--- config.mk ---
export PLATFORM = sky130hd
export DESIGN_NAME = tda_gain
export DESIGN_NICKNAME = d
export VERILOG_FILES = /design/src/hdl/tda_pkg.sv /design/src/hdl/tda_gain.sv
export SDC_FILE = /design/constraint.sdc
export NUM_CORES = 2
export LEC_CHECK = 0
export BUFFER_PORTS_ARGS = -buffer_cell sky130_fd_sc_hd__buf_4
export CAP_MARGIN = 0
export CELL_PAD_IN_SITES_DETAIL_PLACEMENT = 2
export CELL_PAD_IN_SITES_GLOBAL_PLACEMENT = 2
export CORE_MARGIN = 4
export CORE_UTILIZATION = 47
export CTS_BUF_LIST = sky130_fd_sc_hd__clkbuf_2
export DETAILED_ROUTE_END_ITERATION = 6
export GPL_ROUTABILITY_DRIVEN = 1
export GPL_TIMING_DRIVEN = 0
export PLACE_DENSITY_LB_ADDON = 0.15
export SETUP_SLACK_MARGIN = 0.2
export SLEW_MARGIN = 15
export SYNTH_ARGS = -nofsm -noshare
export SYNTH_HDL_FRONTEND = slang
export SYNTH_SLANG_ARGS = --single-unit
--- constraint.sdc ---
create_clock -name clk -period 21.7 [get_ports clk]
set_clock_uncertainty 0.2 [all_clocks]
set_input_delay 1.085 -clock clk [delete_from_list [all_inputs] [get_ports clk]]
set_output_delay 1.085 -clock clk [all_outputs]
set_load 0.05 [all_outputs]
--- src/hdl/tda_pkg.sv ---
// Shared widths, constants and types of the track direction angle pipeline.
`default_nettype none

package tda_pkg;

  localparam int COORD_WIDTH = 24;
  localparam int ANGLE_WIDTH = 16;
  localparam int TAG_WIDTH   = 16;
  localparam int DIFF_WIDTH  = COORD_WIDTH + 1;
  localparam int GUARD_BITS  = 56 - COORD_WIDTH;
  localparam int DW          = 64;
  localparam int ITERS       = 30;
  localparam int ACC_W       = 36;
  localparam int ROUND_SHIFT = 32 - ANGLE_WIDTH;
  localparam int PF_W        = ACC_W - ROUND_SHIFT;
  localparam int Q_OUT       = 1 << (ANGLE_WIDTH - 2);

  localparam logic [31:0] INV_GAIN = 32'd2608131497;
  localparam logic signed [ACC_W-1:0] QUARTER_TURN = ACC_W'(64'd1 << 30);
  localparam logic signed [ACC_W-1:0] HALF_TURN    = ACC_W'(64'd1 << 31);
  localparam logic [31:0] ROUND_HALF = 32'(64'd1 << (31 - ANGLE_WIDTH));

  typedef logic signed [DW-1:0]    vec_t;
  typedef logic signed [ACC_W-1:0] acc_t;

  // Data that rides alongside the CORDIC datapath.
  typedef struct packed {
    logic [TAG_WIDTH-1:0]          tag;
    logic signed [DIFF_WIDTH-1:0]  dz;
    logic                          tzero;
    logic [ANGLE_WIDTH-1:0]        azim;
  } side_t;

  // atan(2^-i) in units of 2^-32 turn.
  function automatic acc_t atan_step(input int unsigned i);
    acc_t v;
    case (i)
      0:  v = ACC_W'(536870912);
      1:  v = ACC_W'(316933406);
      2:  v = ACC_W'(167458907);
      3:  v = ACC_W'(85004756);
      4:  v = ACC_W'(42667331);
      5:  v = ACC_W'(21354465);
      6:  v = ACC_W'(10679838);
      7:  v = ACC_W'(5340245);
      8:  v = ACC_W'(2670163);
      9:  v = ACC_W'(1335087);
      10: v = ACC_W'(667544);
      11: v = ACC_W'(333772);
      12: v = ACC_W'(166886);
      13: v = ACC_W'(83443);
      14: v = ACC_W'(41722);
      15: v = ACC_W'(20861);
      16: v = ACC_W'(10430);
      17: v = ACC_W'(5215);
      18: v = ACC_W'(2608);
      19: v = ACC_W'(1304);
      20: v = ACC_W'(652);
      21: v = ACC_W'(326);
      22: v = ACC_W'(163);
      23: v = ACC_W'(81);
      24: v = ACC_W'(41);
      25: v = ACC_W'(20);
      26: v = ACC_W'(10);
      27: v = ACC_W'(5);
      28: v = ACC_W'(3);
      29: v = ACC_W'(1);
      default: v = '0;
    endcase
    return v;
  endfunction

endpackage

`default_nettype wire

--- src/hdl/tda_gain.sv ---
// Azimuth rounding and CORDIC gain removal from the magnitude, two stages.
`default_nettype none

module tda_gain
  import tda_pkg::*;
(
  input  wire logic  clk,
  input  wire logic  rst_n,
  input  wire logic  en,
  input  wire logic  in_valid,
  input  wire vec_t  in_mag,
  input  wire acc_t  in_ang,
  input  wire side_t in_side,
  output logic       out_valid,
  output vec_t       out_len,
  output side_t      out_side
);

  logic [DW-1:0] mag_u;
  logic [31:0]   mag_hi, mag_lo;
  logic [63:0]   prod_hi, prod_lo;
  logic [31:0]   azim_sum;
  side_t         side_nxt;

  logic          valid1_r, valid2_r;
  logic [63:0]   prod_hi_r, prod_lo_r;
  side_t         side1_r, side2_r;
  vec_t          len_r;

  always_comb begin
    mag_u    = in_mag[DW-1] ? '0 : in_mag;
    mag_hi   = mag_u[DW-1:32];
    mag_lo   = mag_u[31:0];
    prod_hi  = mag_hi * INV_GAIN;
    prod_lo  = mag_lo * INV_GAIN;
    azim_sum = in_ang[31:0] + ROUND_HALF;
    side_nxt = in_side;
    side_nxt.azim = in_side.tzero ? '0 : azim_sum[31:ROUND_SHIFT];
  end

  always_ff @(posedge clk) begin
    if (!rst_n) begin
      valid1_r <= 1'b0;
      valid2_r <= 1'b0;
    end else if (en) begin
      valid1_r <= in_valid;
      valid2_r <= valid1_r;
    end
  end

  always_ff @(posedge clk) begin
    if (en) begin
      prod_hi_r <= prod_hi;
      prod_lo_r <= prod_lo;
      side1_r   <= side_nxt;
      len_r     <= vec_t'(prod_hi_r + {32'b0, prod_lo_r[63:32]});
      side2_r   <= side1_r;
    end
  end

  assign out_valid = valid2_r;
  assign out_len   = len_r;
  assign out_side  = side2_r;

endmodule

`default_nettype wire

==> metrics.md <==
| Metric | Value |
|---|---|
| Post-route clock period utilization | `about half` |
| Register area share after synthesis | `between 10% and 20%` |
| H-tree depth | `3` |
| Initial antenna violation count | `17` |
| Crit path required time | `about 22000 ps` |
| Clock Sinks | `approximately 280` |
| R2R depth | `13` |
| GR Overflow Total | `0` |
| Largest net degree at the start of global routing | `100` |
| Initial Util | `between 40% and 50%` |
| Fin Setup TNS | `0 ps` |
| CP Capture Type | `flop` |
| Relative slew margins | `approximately 14%` |
| #FFs+latches synth | `around 280` |
| Post-cts sizing count | `0` |
| Die Span X | `~330 microns` |
| Setup CP Type | `in2reg` |
| Main flop type after synthesis | `edfxtp_1` |
| Crit-path most repeated cell | `fa_1` |
| Syn Nets | `slightly above 6000` |
| Register clock-pin slew on the reported worst setup and hold paths | `between 100 and 150 ps` |
| Routed len/inst | `approximately 29 microns` |
| DRT Pass-1 Iters | `5` |
| Synthesized area per cell | `~11 sq um` |
| Post-Syn Area | `around 48000 sq um` |
| Row count | `~120` |
| DIE AREA | `roughly 110000 sq um` |
| Area of the multi-input gates | `about 34000 sq um` |
| DRC Markers | `0` |
| Crit start category | `input port` |
| GRT Util Overall | `34.4%` |
| Final core utilization | `between 50% and 60%` |
| Nets@finish | `6527` |
| Slowest stage cell, crit path | `clkbuf_1` |
| Number of routed nets with antenna violations | `0` |
| CP max FO | `10` |
| Layout cells sized above 1 | `9.03%` |
| DR vias | `between 30000 and 40000` |
| Met3 usage | `5.77%` |
| Status | `completed` |
| Final wirelength | `181000 microns` |
| FF-to-FF setup slack | `approximately 17000 ps` |
| Register area | `8300 sq um` |
| Worst setup path start | `in_mag[63]` |
| Met1 usage in global routing | `between 40% and 50%` |
| Area growth from synthesis to layout | `10.2%` |
| Initial DRC count | `approximately 2300` |
| Final Hold Vio Count | `0` |
| Filler instances | `about 10000` |
| Reg2reg start | `prod_lo_r[32]` |
| Worst hold slack | `about 96 ps` |
| Post-DP HPWL | `151000 microns` |
| Unrepaired setup endpoints after global routing | `false` |
| Critical path buffers and inverters | `10` |
| Clock buffer depth | `3` |
| DIE HEIGHT | `~330 microns` |
| GPL Wtd Cong | `roughly 0.96` |
| Stages on the worst setup path | `30` |
| CP arrival | `approximately 12000 ps` |
| Synth cell types | `85` |
| RR Endpoint | `out_len[52]` |
| Mapped Cells | `roughly 4400` |
| CP endpoint | `prod_lo_r[62]` |
| Achievable Freq | `about 0.09 GHz` |
| Worst-Margin Slew | `1290 ps` |
| Total of max-cap violations | `0` |
| Root Driver | `clkbuf_2` |
| Port buffer count | `244` |
| Fin crit period | `approximately 11000 ps` |
| Met2 global-route usage | `between 60% and 70%` |
| Post-synth EDFFs | `about 280` |
| Warnings, synthesis | `0` |
| Synth async-reset ratio | `0%` |
| CTS tree | `built` |
| Crit-path max cell delay | `~860 ps` |
| Clk Latency, worst-skew pair | `between 1000 and 1500 ps` |
| Vias per cell | `5.54` |
| First-pass GRT wire length | `approximately 270000 microns` |
| Type of the most critical hold path | `in2reg` |
| Delay-heaviest family, CP | `adder cells` |
| CTS buffer count | `77` |
| Final setup violation count | `0` |
| Num ports | `~290` |
| Vias in the first global route | `a little over 40000` |
| Layer with the highest usage | `met2` |
| Slew Limit Fails | `0` |
| Core footprint | `100000 sq um` |
how the worst min path moves through the flow:
stage	start	to	slack, ps	depth (start not counted)
after global routing	in_ang[31]	side1_r[15]	30	3
after floorplan	side1_r[0]	out_side[0]	200	0
after CTS	in_ang[23]	side1_r[7]	10	3
after detailed placement	side1_r[43]	out_side[43]	210	0
after global placement	side1_r[24]	out_side[24]	200	0
final	in_ang[31]	side1_r[15]	100	3
final cells by class:
type	count	share of cell area, %
inverters	1319	9.44
clock inverters	26	0.291
well taps	1357	3.24
repair buffers	298	4.65
diodes	8	0.0382
clock buffers	106	1.01
plain buffers	51	0.408
multi-input cells	2718	65.1
flip-flops and latches	277	15.8
cells in the final DEF (no fill, tap or decap), types with 5 or more instances in the layout:
cell type and n:
clkinv_1 14, o211ai_1 9, and2_1 18, xor2_1 60
nor2_1 76, fa_1 902, nor3_1 12, o21ai_0 54
nand2b_1 56, nor2b_2 9, nor2b_1 34, xnor2_1 119
buf_4 244, diode_2 8, nand4_1 32, a31oi_1 23
or2_2 8, clkinv_2 6, edfxtp_1 275, and4_1 8
nand3_1 51, a211oi_1 8, buf_8 5, inv_1 1319
a21oi_1 148, nand2_1 102, ha_1 721, o2111ai_1 5
dlygate4sd3_1 45, o21ai_1 16, o21a_1 11, a21o_1 90
and3_1 35, clkbuf_2 108, buf_2 7, clkbuf_1 37
o21bai_1 25, nand4_2 5
tightest hold or removal path, cell delays in order:
cell and delay [ps]:
buf_4 80, xor2_1 70, nor2_1 110
stage by stage:
step / worst slack, ps / area [sq um] / instances
finish: 10670 / 52500 / 6160
global route: 10290 / 52500 / 6158
CTS: 10920 / 52400 / 6152
detailed placement: 9650 / 51300 / 5975
global placement: 9250 / 51100 / 5966
floorplan: 13000 / 47600 / 4365
cell families (layout without fill, tap and decap cells):
kind of cell | Yosys count | in the layout | share of synthesized area [%]
fa+ha+maj | 1623 | 1623 | 56.9
buf+inv | 1370 | 1800 | 10.8
simple gates | 464 | 464 | 5.18
compound gates | 449 | 449 | 6.26
flops | 277 | 277 | 17.4
xor+xnor | 180 | 180 | 3.33
mux | 2 | 2 | 0.0421
other cells | 0 | 8 | 0
Yosys cell counts (all sizes together) (5+ instances only):
cell type | count | area share (%)
nand2 | 103 | 0.83
nor2 | 76 | 0.60
nor2b | 43 | 0.57
inv | 1319 | 10
fa | 902 | 38
clkbuf | 39 | 0.31
o31ai | 8 | 0.21
a21oi | 152 | 1.6
ha | 721 | 19
a221oi | 6 | 0.14
or2 | 10 | 0.13
nand2b | 57 | 0.77
nand3 | 52 | 0.56
o211ai | 10 | 0.17
o2111ai | 5 | 0.092
nand4 | 37 | 0.55
edfxtp | 275 | 17
buf | 12 | 0.14
a211oi | 10 | 0.19
a31oi | 23 | 0.30
xnor2 | 120 | 2.2
and3 | 36 | 0.48
and4 | 8 | 0.15
nor3 | 13 | 0.15
and2 | 18 | 0.24
o21a | 11 | 0.17
a21o | 91 | 1.5
o21ai | 71 | 0.75
xor2 | 60 | 1.1
o21bai | 25 | 0.39
repair_timing:
item / in CTS / in global routing
endpoints found under the hold margin: 46 / 0
hold buffers: 45 / 0
buffers inserted: 0 / 0
per-layer routing:
| metal | routed length (microns) | part of all wire (%) |
|---|---|---|
| met1 | 69800 | 39 |
| met3 | 10500 | 5.8 |
| met5 | 39 | 0.022 |
| met2 | 92400 | 51 |
| met4 | 8580 | 4.7 |
flip-flops by register name, indices dropped and copies added, names as in the netlist:
name	cells
valid1_r	1
prod_hi_r	63
out_len	64
out_side	58
side1_r	58
out_valid	1
prod_lo_r	32
Power is not shown: default switching activity piles up to over one toggle a cycle in this logic, so the estimate is an artifact.
